File: config.mk
export PLATFORM = sky130hd
export DESIGN_NAME = dns_client_address_responder_flat
export DESIGN_NICKNAME = d
export VERILOG_FILES = /design/src/sv/dcar_pkg.sv /design/src/sv/dcar_req_if.sv /design/src/sv/dcar_rsp_if.sv /design/src/sv/dcar_datapath.sv /design/src/sv/dcar_ctrl.sv /design/src/sv/dns_client_address_responder.sv /design/src/flat_wrapper.sv
export SDC_FILE = /design/constraint.sdc
export NUM_CORES = 2
export LEC_CHECK = 0
export CELL_PAD_IN_SITES_DETAIL_PLACEMENT = 0
export CELL_PAD_IN_SITES_GLOBAL_PLACEMENT = 2
export CORE_MARGIN = 2
export CORE_UTILIZATION = 30
export CTS_BUF_LIST = sky130_fd_sc_hd__clkbuf_16
export CTS_CLUSTER_DIAMETER = 30
export DETAILED_ROUTE_END_ITERATION = 16
export DONT_BUFFER_PORTS = 1
export PLACE_DENSITY = 0.49
export SETUP_SLACK_MARGIN = 0.5
export SLEW_MARGIN = 40
export SYNTH_ARGS = -nofsm -noshare
export SYNTH_HDL_FRONTEND = slang
export SYNTH_SLANG_ARGS = --single-unit
File: constraint.sdc
create_clock -name clk -period 6.07 [get_ports clk]
set_input_delay 0.9105 -clock clk [delete_from_list [all_inputs] [get_ports clk]]
set_output_delay 0.9105 -clock clk [all_outputs]
set_load 0.03 [all_outputs]
File: src/sv/dcar_pkg.sv
// Package with shared types and constants of the DNS client address responder.
`default_nettype none
package dcar_pkg;

    // Request store geometry.
    localparam int BUF_BYTES = 512;
    localparam int AW        = $clog2(BUF_BYTES);

    // Request length limits and fixed offsets.
    localparam logic [15:0] MIN_LEN  = 16'd19;
    localparam logic [15:0] MAX_LEN  = 16'd273;
    localparam logic [AW-1:0] QSTART = AW'(12);
    localparam logic [7:0]  HDR_FLAG = 8'h81;
    localparam logic [7:0]  OPC_MASK = 8'h78;

    // Reply status codes.
    localparam logic [1:0] ST_OK      = 2'd0;
    localparam logic [1:0] ST_FORMERR = 2'd1;
    localparam logic [1:0] ST_NOTIMP  = 2'd2;
    localparam logic [1:0] ST_REFUSED = 2'd3;

    // Pointer operations.
    typedef enum logic [1:0] {
        PTR_HOLD,
        PTR_CLR,
        PTR_INC,
        PTR_QSTART
    } ptr_op_t;

    // Commands from the controller to the datapath.
    typedef struct packed {
        logic    load;
        ptr_op_t ptr_op;
        logic    cap_hdr;
        logic    chk_pre;
        logic    chk_end;
        logic    chk_null;
        logic    put;
        logic    push;
    } cmd_t;

    // Status from the datapath to the controller.
    typedef struct packed {
        logic pkt_ok;
        logic is_last;
        logic pre_err;
        logic at_end;
        logic is_null;
        logic byte_last;
        logic beat_full;
        logic beat_last;
        logic out_free;
    } sts_t;

endpackage
`default_nettype wire

File: src/sv/dcar_req_if.sv
// Request channel interface: one request byte with its framing and address.
`default_nettype none
interface dcar_req_if;
    logic        valid;
    logic        ready;
    logic [7:0]  data_byte;
    logic        last_byte;
    logic [63:0] client_addr_high;
    logic [63:0] client_addr_low;

    modport source (output valid, data_byte, last_byte, client_addr_high, client_addr_low,
                    input ready);
    modport sink (input valid, data_byte, last_byte, client_addr_high, client_addr_low,
                  output ready);
endinterface
`default_nettype wire

File: src/sv/dcar_rsp_if.sv
// Reply channel interface: one reply beat of up to eight bytes.
`default_nettype none
interface dcar_rsp_if;
    logic        valid;
    logic        ready;
    logic [63:0] reply_beat;
    logic [3:0]  beat_bytes;
    logic        last_beat;
    logic [1:0]  reply_status;

    modport source (output valid, reply_beat, beat_bytes, last_beat, reply_status,
                    input ready);
    modport sink (input valid, reply_beat, beat_bytes, last_beat, reply_status,
                  output ready);
endinterface
`default_nettype wire

File: src/sv/dcar_datapath.sv
// Datapath: request store, length counter, question scan and reply beat builder.
`default_nettype none
module dcar_datapath
    import dcar_pkg::*;
(
    input  wire logic        clk,
    input  wire logic        rst_n,
    input  wire logic        cfg_we,
    input  wire logic        cfg_wdata,
    input  wire logic [7:0]  data_byte,
    input  wire logic        last_byte,
    input  wire logic [63:0] client_addr_high,
    input  wire logic [63:0] client_addr_low,
    input  wire cmd_t        cmd,
    output sts_t             sts,
    dcar_rsp_if.source       rsp
);

    logic [7:0]    mem [BUF_BYTES];
    logic [7:0]    rdata_reg;
    logic [15:0]   len_reg, len_next, len_inc;
    logic [15:0]   flen_reg;
    logic          cfg_reg;
    logic [AW-1:0] ptr_reg, ptr_next;
    logic [7:0]    id0_reg, id1_reg, opc_reg;
    logic [63:0]   hi_reg, lo_reg;
    logic [1:0]    status_reg;
    logic [AW-1:0] qend_reg;
    logic [63:0]   beat_reg;
    logic [3:0]    cnt_reg;
    logic          blast_reg;
    logic          out_valid_reg;
    logic [63:0]   out_beat_reg;
    logic [3:0]    out_bytes_reg;
    logic          out_last_reg;
    logic [1:0]    out_status_reg;
    logic          v4;
    logic [127:0]  addr128;
    logic [AW-1:0] nlen;
    logic [AW-1:0] ans_idx;
    logic [7:0]    ans_byte;
    logic [7:0]    hdr_byte;
    logic [7:0]    cur_byte;
    logic [7:0]    rcode;
    logic [5:0]    align_sh;

    // Saturating length count of the request being loaded.
    assign len_inc = (len_reg == 16'hFFFF) ? len_reg : len_reg + 16'd1;
    assign len_next = cmd.load ? (last_byte ? 16'd0 : len_inc) : len_reg;

    // Store write and registered read.
    always_ff @(posedge clk)
    begin
        if (cmd.load && (len_reg < 16'(BUF_BYTES)))
        begin
            mem[len_reg[AW-1:0]] <= data_byte;
        end
        rdata_reg <= mem[ptr_reg];
    end

    // Pointer update.
    always_comb
    begin
        case (cmd.ptr_op)
            PTR_HOLD:   ptr_next = ptr_reg;
            PTR_CLR:    ptr_next = '0;
            PTR_INC:    ptr_next = ptr_reg + AW'(1);
            PTR_QSTART: ptr_next = QSTART;
            default:    ptr_next = ptr_reg;
        endcase
    end

    // Address family and reply length.
    assign v4 = cfg_reg || ((hi_reg == 64'd0) && (lo_reg[63:32] == 32'h0000FFFF));
    assign addr128 = v4 ? {lo_reg[31:0], 96'd0} : {hi_reg, lo_reg};
    assign nlen = (status_reg != ST_OK) ? AW'(12) : (qend_reg + (v4 ? AW'(16) : AW'(28)));

    // Answer section bytes.
    assign ans_idx = ptr_reg - qend_reg;
    always_comb
    begin
        logic [127:0] sh;
        sh = addr128 << {ans_idx[3:0] - 4'd12, 3'b000};
        case (ans_idx[4:0])
            5'd0:    ans_byte = 8'hC0;
            5'd1:    ans_byte = 8'h0C;
            5'd3:    ans_byte = v4 ? 8'h01 : 8'h1C;
            5'd5:    ans_byte = 8'h01;
            5'd11:   ans_byte = v4 ? 8'h04 : 8'h10;
            5'd2, 5'd4, 5'd6, 5'd7, 5'd8, 5'd9, 5'd10:
                     ans_byte = 8'h00;
            default: ans_byte = sh[127:120];
        endcase
    end

    // Header bytes.
    always_comb
    begin
        case (status_reg)
            ST_FORMERR: rcode = 8'h01;
            ST_NOTIMP:  rcode = 8'h04;
            ST_REFUSED: rcode = 8'h05;
            default:    rcode = 8'h00;
        endcase
        case (ptr_reg[3:0])
            4'd0:    hdr_byte = id0_reg;
            4'd1:    hdr_byte = id1_reg;
            4'd2:    hdr_byte = HDR_FLAG;
            4'd3:    hdr_byte = rcode;
            4'd5:    hdr_byte = (status_reg == ST_OK) ? 8'h01 : 8'h00;
            4'd7:    hdr_byte = (status_reg == ST_OK) ? 8'h01 : 8'h00;
            default: hdr_byte = 8'h00;
        endcase
    end

    // Reply byte at the current pointer.
    always_comb
    begin
        if (ptr_reg < AW'(12))
        begin
            cur_byte = hdr_byte;
        end
        else if (ptr_reg < qend_reg)
        begin
            cur_byte = rdata_reg;
        end
        else
        begin
            cur_byte = ans_byte;
        end
    end

    assign align_sh = {3'(4'd8 - cnt_reg), 3'b000};

    // Status to the controller.
    always_comb
    begin
        sts.pkt_ok    = (len_inc >= MIN_LEN);
        sts.is_last   = last_byte;
        sts.pre_err   = (flen_reg > MAX_LEN) || ((opc_reg & OPC_MASK) != 8'h00);
        sts.at_end    = (16'(ptr_reg) == flen_reg);
        sts.is_null   = (rdata_reg == 8'h00);
        sts.byte_last = (ptr_reg == nlen - AW'(1));
        sts.beat_full = (cnt_reg == 4'd7);
        sts.beat_last = blast_reg;
        sts.out_free  = !out_valid_reg || rsp.ready;
    end

    // Control registers.
    always_ff @(posedge clk or negedge rst_n)
    begin
        if (!rst_n)
        begin
            len_reg       <= '0;
            cfg_reg       <= 1'b0;
            ptr_reg       <= '0;
            status_reg    <= ST_OK;
            cnt_reg       <= '0;
            blast_reg     <= 1'b0;
            out_valid_reg <= 1'b0;
        end
        else
        begin
            len_reg <= len_next;
            ptr_reg <= ptr_next;
            if (cfg_we)
            begin
                cfg_reg <= cfg_wdata;
            end
            if (cmd.chk_pre)
            begin
                if (flen_reg > MAX_LEN)
                begin
                    status_reg <= ST_REFUSED;
                end
                else if ((opc_reg & OPC_MASK) != 8'h00)
                begin
                    status_reg <= ST_NOTIMP;
                end
                else
                begin
                    status_reg <= ST_OK;
                end
            end
            if (cmd.chk_null && ((ptr_reg <= AW'(13)) ||
                                 ((16'(ptr_reg) + 16'd4) >= flen_reg)))
            begin
                status_reg <= ST_FORMERR;
            end
            if (cmd.put)
            begin
                cnt_reg   <= cnt_reg + 4'd1;
                blast_reg <= sts.byte_last;
            end
            if (cmd.push)
            begin
                cnt_reg       <= '0;
                out_valid_reg <= 1'b1;
            end
            else if (rsp.ready)
            begin
                out_valid_reg <= 1'b0;
            end
        end
    end

    // Payload registers.
    always_ff @(posedge clk)
    begin
        if (cmd.load && last_byte)
        begin
            flen_reg <= len_inc;
            hi_reg   <= client_addr_high;
            lo_reg   <= client_addr_low;
        end
        if (cmd.cap_hdr)
        begin
            case (ptr_reg[1:0])
                2'd1:    id0_reg <= rdata_reg;
                2'd2:    id1_reg <= rdata_reg;
                default: opc_reg <= rdata_reg;
            endcase
        end
        if (cmd.chk_end)
        begin
            qend_reg <= flen_reg[AW-1:0];
        end
        if (cmd.chk_null)
        begin
            qend_reg <= ptr_reg + AW'(5);
        end
        if (cmd.put)
        begin
            beat_reg <= {beat_reg[55:0], cur_byte};
        end
        if (cmd.push)
        begin
            out_beat_reg   <= beat_reg << align_sh;
            out_bytes_reg  <= cnt_reg;
            out_last_reg   <= blast_reg;
            out_status_reg <= status_reg;
        end
    end

    assign rsp.valid        = out_valid_reg;
    assign rsp.reply_beat   = out_beat_reg;
    assign rsp.beat_bytes   = out_bytes_reg;
    assign rsp.last_beat    = out_last_reg;
    assign rsp.reply_status = out_status_reg;

endmodule
`default_nettype wire

File: src/sv/dcar_ctrl.sv
// Controller: sequences request loading, header fetch, question scan and reply emission.
`default_nettype none
module dcar_ctrl
    import dcar_pkg::*;
(
    input  wire logic clk,
    input  wire logic rst_n,
    input  wire logic in_valid,
    output logic      in_ready,
    input  wire sts_t sts,
    output cmd_t      cmd
);

    typedef enum logic [3:0] {
        S_IDLE,
        S_H0,
        S_H1,
        S_H2,
        S_H3,
        S_PRE,
        S_SCAN_RD,
        S_SCAN_CHK,
        S_E_RD,
        S_E_PUT,
        S_E_OUT
    } state_t;

    state_t state_reg, state_next;

    assign in_ready = (state_reg == S_IDLE);

    // Next state and commands.
    always_comb
    begin
        state_next = state_reg;
        cmd        = '0;
        cmd.ptr_op = PTR_HOLD;
        case (state_reg)
            S_IDLE:
            begin
                if (in_valid)
                begin
                    cmd.load   = 1'b1;
                    cmd.ptr_op = PTR_CLR;
                    if (sts.is_last && sts.pkt_ok)
                    begin
                        state_next = S_H0;
                    end
                end
            end
            S_H0:
            begin
                cmd.ptr_op = PTR_INC;
                state_next = S_H1;
            end
            S_H1, S_H2:
            begin
                cmd.cap_hdr = 1'b1;
                cmd.ptr_op  = PTR_INC;
                state_next  = (state_reg == S_H1) ? S_H2 : S_H3;
            end
            S_H3:
            begin
                cmd.cap_hdr = 1'b1;
                state_next  = S_PRE;
            end
            S_PRE:
            begin
                cmd.chk_pre = 1'b1;
                if (sts.pre_err)
                begin
                    cmd.ptr_op = PTR_CLR;
                    state_next = S_E_RD;
                end
                else
                begin
                    cmd.ptr_op = PTR_QSTART;
                    state_next = S_SCAN_RD;
                end
            end
            S_SCAN_RD:
            begin
                if (sts.at_end)
                begin
                    cmd.chk_end = 1'b1;
                    cmd.ptr_op  = PTR_CLR;
                    state_next  = S_E_RD;
                end
                else
                begin
                    state_next = S_SCAN_CHK;
                end
            end
            S_SCAN_CHK:
            begin
                if (sts.is_null)
                begin
                    cmd.chk_null = 1'b1;
                    cmd.ptr_op   = PTR_CLR;
                    state_next   = S_E_RD;
                end
                else
                begin
                    cmd.ptr_op = PTR_INC;
                    state_next = S_SCAN_RD;
                end
            end
            S_E_RD:
            begin
                state_next = S_E_PUT;
            end
            S_E_PUT:
            begin
                cmd.put    = 1'b1;
                cmd.ptr_op = PTR_INC;
                state_next = (sts.byte_last || sts.beat_full) ? S_E_OUT : S_E_RD;
            end
            S_E_OUT:
            begin
                if (sts.out_free)
                begin
                    cmd.push   = 1'b1;
                    state_next = sts.beat_last ? S_IDLE : S_E_RD;
                end
            end
            default:
            begin
                state_next = S_IDLE;
            end
        endcase
    end

    // State register.
    always_ff @(posedge clk or negedge rst_n)
    begin
        if (!rst_n)
        begin
            state_reg <= S_IDLE;
        end
        else
        begin
            state_reg <= state_next;
        end
    end

endmodule
`default_nettype wire

File: src/sv/dns_client_address_responder.sv
// Top level of the DNS client address responder.
// Request bytes are taken one per cycle while the block is idle and written
// into a 512-byte store. On the final byte the block reads the first three
// request bytes and checks them and the request length, scans the question
// byte by byte for its null, and then builds the reply byte by byte, handing
// out a beat of up to eight bytes through an output register. The scan runs to
// the end of the request when there is no null, and is skipped when the header
// already gives an error. The single-port store read sets the pace of the scan
// and of the reply. No new request is taken until the last beat sits in the
// output register. The user must write the socket family bit only while the
// block is idle; the block itself does not enforce this.
`default_nettype none
module dns_client_address_responder
    import dcar_pkg::*;
(
    input  wire logic clk,
    input  wire logic rst_n,
    input  wire logic cfg_we,
    input  wire logic cfg_wdata,
    dcar_req_if.sink   req,
    dcar_rsp_if.source rsp
);

    cmd_t cmd;
    sts_t sts;
    logic in_ready;

    assign req.ready = in_ready;

    // Sequencer.
    dcar_ctrl u_ctrl (
        .clk      (clk),
        .rst_n    (rst_n),
        .in_valid (req.valid),
        .in_ready (in_ready),
        .sts      (sts),
        .cmd      (cmd)
    );

    // Store and reply builder.
    dcar_datapath u_datapath (
        .clk              (clk),
        .rst_n            (rst_n),
        .cfg_we           (cfg_we),
        .cfg_wdata        (cfg_wdata),
        .data_byte        (req.data_byte),
        .last_byte        (req.last_byte),
        .client_addr_high (req.client_addr_high),
        .client_addr_low  (req.client_addr_low),
        .cmd              (cmd),
        .sts              (sts),
        .rsp              (rsp)
    );

endmodule
`default_nettype wire
File: src/flat_wrapper.sv
// flat-port wrapper written by rule: the top's interface ports become plain ports
module dns_client_address_responder_flat import dcar_pkg::*;
  (clk, rst_n, cfg_we, cfg_wdata, req_valid, req_data_byte, req_last_byte, req_client_addr_high, req_client_addr_low, req_ready, rsp_valid, rsp_reply_beat, rsp_beat_bytes, rsp_last_beat, rsp_reply_status, rsp_ready);
  dcar_req_if req_i ();
  dcar_rsp_if rsp_i ();
  input  wire logic clk;
  input  wire logic rst_n;
  input  wire logic cfg_we;
  input  wire logic cfg_wdata;
  input wire logic [$bits(req_i.valid)-1:0] req_valid;
  input wire logic [$bits(req_i.data_byte)-1:0] req_data_byte;
  input wire logic [$bits(req_i.last_byte)-1:0] req_last_byte;
  input wire logic [$bits(req_i.client_addr_high)-1:0] req_client_addr_high;
  input wire logic [$bits(req_i.client_addr_low)-1:0] req_client_addr_low;
  output wire logic [$bits(req_i.ready)-1:0] req_ready;
  output wire logic [$bits(rsp_i.valid)-1:0] rsp_valid;
  output wire logic [$bits(rsp_i.reply_beat)-1:0] rsp_reply_beat;
  output wire logic [$bits(rsp_i.beat_bytes)-1:0] rsp_beat_bytes;
  output wire logic [$bits(rsp_i.last_beat)-1:0] rsp_last_beat;
  output wire logic [$bits(rsp_i.reply_status)-1:0] rsp_reply_status;
  input wire logic [$bits(rsp_i.ready)-1:0] rsp_ready;
  assign req_i.valid = req_valid;
  assign req_i.data_byte = req_data_byte;
  assign req_i.last_byte = req_last_byte;
  assign req_i.client_addr_high = req_client_addr_high;
  assign req_i.client_addr_low = req_client_addr_low;
  assign req_ready = req_i.ready;
  assign rsp_valid = rsp_i.valid;
  assign rsp_reply_beat = rsp_i.reply_beat;
  assign rsp_beat_bytes = rsp_i.beat_bytes;
  assign rsp_last_beat = rsp_i.last_beat;
  assign rsp_reply_status = rsp_i.reply_status;
  assign rsp_i.ready = rsp_ready;
  dns_client_address_responder u_core (.clk(clk), .rst_n(rst_n), .cfg_we(cfg_we), .cfg_wdata(cfg_wdata), .req(req_i), .rsp(rsp_i));
endmodule
==> qor.yml <==
outcome:
  status: "completed"
synth:
  synthDistinctLibCells: 82
  synth-simple-area-share: 0.0293
  syn_inst: 8510
  netlist.area_leader.share: 0.753
  synth_edf_count: 4404
  synth_fp_nets: 8694
  synth_area_leaders: "edfxtp_1 (75%), mux4_2 (14%), mux2i_1 (2.4%)"
  synthFlopType: "edfxtp_1"
  synth_compound_area_frac: 0.0276
  synth_top_family_by_area: "multiplexers"
  ys_ff_latch: 4450
  synthAdderAreaFrac: 0.00301
  synth_area_um2: 176000
  synthArstFlopShare: 0.00854
  synthMuxAreaShare: 0.160
  postSynthAreaPerCell_um2: 20.6
  yosysTopAreaCell: "edfxtp_1"
  yosys_warnings: 0
  ys_seq_area_frac: 0.760
  synth_xor_area_frac: 0.00279
floorplan:
  start_util: 0.301
  dieWidth_um: 769
  io_pins: 216
  core_area_um2: 582000
  die_area_um2: 591000
  rows: 280
  fp.dieH_um: 769
flow_run:
  drv_cap: 0
clock_tree:
  cts_root_buf: "clkbuf_16"
  cts.sinks: 4450
  post-cts-setup-buffer-count: 0
  clk_pin_slew_worst_paths_ns: 0.04
  cts_tree: "yes"
  numCtsBuffers: 1146
  cts.path.max_buffers: 5
  ctsHtreeMaxLevel: 7
  clk-insertion-delay-late_ns: 1.20
worst_setup_path:
  crit_arrival_ns: 5.77
  startpoint_type: "register"
  cp_max_fo: 10
  r2r_slack_ns: 1.28
  r2r-start: "u_core.u_datapath.hi_reg[18]"
  r2r_end: "u_core.u_ctrl.state_reg[1]"
  required_ns: 7.05
  crit_path_end_kind: "register"
  reg2reg_depth: 13
  critical_path_class: "reg2reg"
  startpoint: "u_core.u_datapath.hi_reg[18]"
worst_hold_path:
  hp-start: "req_data_byte[5]"
  whs_path_depth: 1
  min_to: "u_core.u_datapath.mem[289][5]"
  hp-class: "in2reg"
route:
  drtAntennaViolNets: 0
  first_pass_iters: 6
  wl_per_cell_um: 31.4
  first_iter_violations: 8448
  num_vias: 92600
  vias_per_cell: 5.06
  drc: 0
  routed_wl_um: 574000
power:
  ir_drop_uv: 282
  power_density_nw_per_um2: 518
  leakage_nw: 74.6
  total_power_w: 0.118
global_routing:
  grt_start_max_net_pins: 164
  grtUsageTotal: 0.192
  grt_pass1_wl_um: 795000
  grt_pass1_vias: 97700
  grt_overflow_total: 0
  antenna_found_initial: 38
placement:
  gp_congestion: 0.787
  port_buffers: 0
  dp_hpwl_um: 347000
sta:
  layout_min_cycle_time_ns: 4.79
  rsz0062_at_grt: "false"
  drv_slew: 0
  hold_violations: 0
  tns_ns: 0
  worstMarginPinSlew_ns: 1.04
  fmax_ghz: 0.209
  period_share: 0.790
  finalClockSkew_ns: 0.0819
  setup_viol: 0
  slew_headroom: 0.307
layout:
  final.fill_count: 52300
  nNetsFinal: 9896
  largest_reg_flops: 4096
  drive_above_1_share: 0.341
  syn2layout_area_growth_pct: 29.5
critical path: stages (launching register included):
cell	delay [ns]
edfxtp_1	0.40
or4_1	0.60
or4_1	0.54
nor4_2	0.25
a21oi_2	0.23
ha_1	0.34
a211oi_1	0.42
xnor2_1	0.18
a211oi_1	0.57
nor3_1	0.12
o21ai_0	0.23
a31oi_1	0.12
o21ai_0	0.39
o2111ai_1	0.21
layer usage:
layer / wire length [um] / vias up / global-route usage / part of all wire
li1: - / 38300 / - / -
met3: 30600 / 786 / 0.0400 / 0.053
met4: 11700 / 0 / 0.0537 / 0.020
met5: 0 / - / 0 / 0
met1: 259000 / 50200 / 0.268 / 0.45
met2: 272000 / 3325 / 0.306 / 0.47
metrics by stage:
step                 util  instances  hold WS, ns  setup slack, ns  instance area, um2
CTS                 0.390      18300      0.00305             1.22              227000
global placement    0.320      16100        0.457          0.00410              186000
finish              0.391      18300        0.106             1.28              227000
detailed placement  0.323      16200        0.460             1.25              188000
floorplan               -       8510        0.423            0.926              176000
global route        0.391      18300       0.0564            0.950              227000
report_power, final:
group / total [W] / switching, W / internal (W) / leakage [nW]
Combinational: 0.0240 / 0.0145 / 0.00951 / 15.8
Clock: 0.0588 / 0.0178 / 0.0410 / 18.7
Sequential: 0.0351 / 0.000603 / 0.0344 / 40.2
Total: 0.118 / 0.0329 / 0.0849 / 74.6
what timing repair did:
action / 4_1_cts / 5_1_grt
hold buffers: 140 / 0
endpoints found under the setup margin: 0 / 0
endpoints found under the hold margin: 251 / 0
resized for setup: 0 / 0
cell families (layout without fill, tap and decap cells):
family / count (synthesis) / after routing
other: 0 / 8
adder cells (fa/ha/maj): 41 / 41
buffers and inverters: 578 / 2612
flip-flops: 4450 / 4450
multiplexers: 1491 / 1491
AO/OA/AOI/OAI: 708 / 708
AND/OR/NAND/NOR: 1186 / 1186
XOR/XNOR: 56 / 56
worst max path at each step:
stage,endpoint,cells after the start,slack [ns]
3_5_place_dp,u_core.u_datapath.blast_reg,13,1.25
4_1_cts,u_core.u_ctrl.state_reg[1],13,1.22
2_1_floorplan,u_core.u_datapath.beat_reg[3],22,0.93
3_3_place_gp,u_core.u_datapath.rdata_reg[2],10,0.004
6_report,u_core.u_ctrl.state_reg[1],13,1.28
5_1_grt,u_core.u_ctrl.state_reg[1],13,0.95
cells in the mapped netlist, types with 18 or more instances:
cell	n
edfxtp_1	4404
mux4_2	1055
nor2_1	641
mux2i_1	415
clkbuf_1	256
nand2_1	221
o221ai_1	144
a21oi_1	141
o21ai_0	116
buf_2	101
o22ai_1	96
nor3_1	94
buf_6	63
nand3_1	55
buf_4	52
inv_1	50
buf_1	47
ha_1	39
dfrtp_1	38
xnor2_1	38
a22oi_1	37
nor4_1	36
and3_1	22
nand4_1	22
mux2_2	21
a211oi_1	20
nor2b_1	19
xor2_1	18
placed cells by master (no fill, tap or decap), drive strengths merged, types with 137 or more instances in the layout:
master | netlist | routed
nand2 | 221 | 221
a21oi | 142 | 142
mux2i | 415 | 415
nor2 | 641 | 641
bufinv | 0 | 149
buf | 268 | 441
clkinv | 2 | 373
edfxtp | 4404 | 4404
mux4 | 1055 | 1055
clkbuf | 256 | 1174
inv | 52 | 227
dlygate4sd3 | 0 | 137
o221ai | 144 | 144
layout make-up:
cell class,instances,area [um2],area share
clock inverter,806,8160,0.0359
multi-input combinational,3482,40400,0.178
sequential,4450,133000,0.587
timing repair buffer,578,6120,0.0269
clock buffer,1174,29400,0.129
tap,7755,9700,0.0427
antenna,8,20.0,0.0000880
inverter,54,223,0.000979
(Power assumes the default switching activity.)
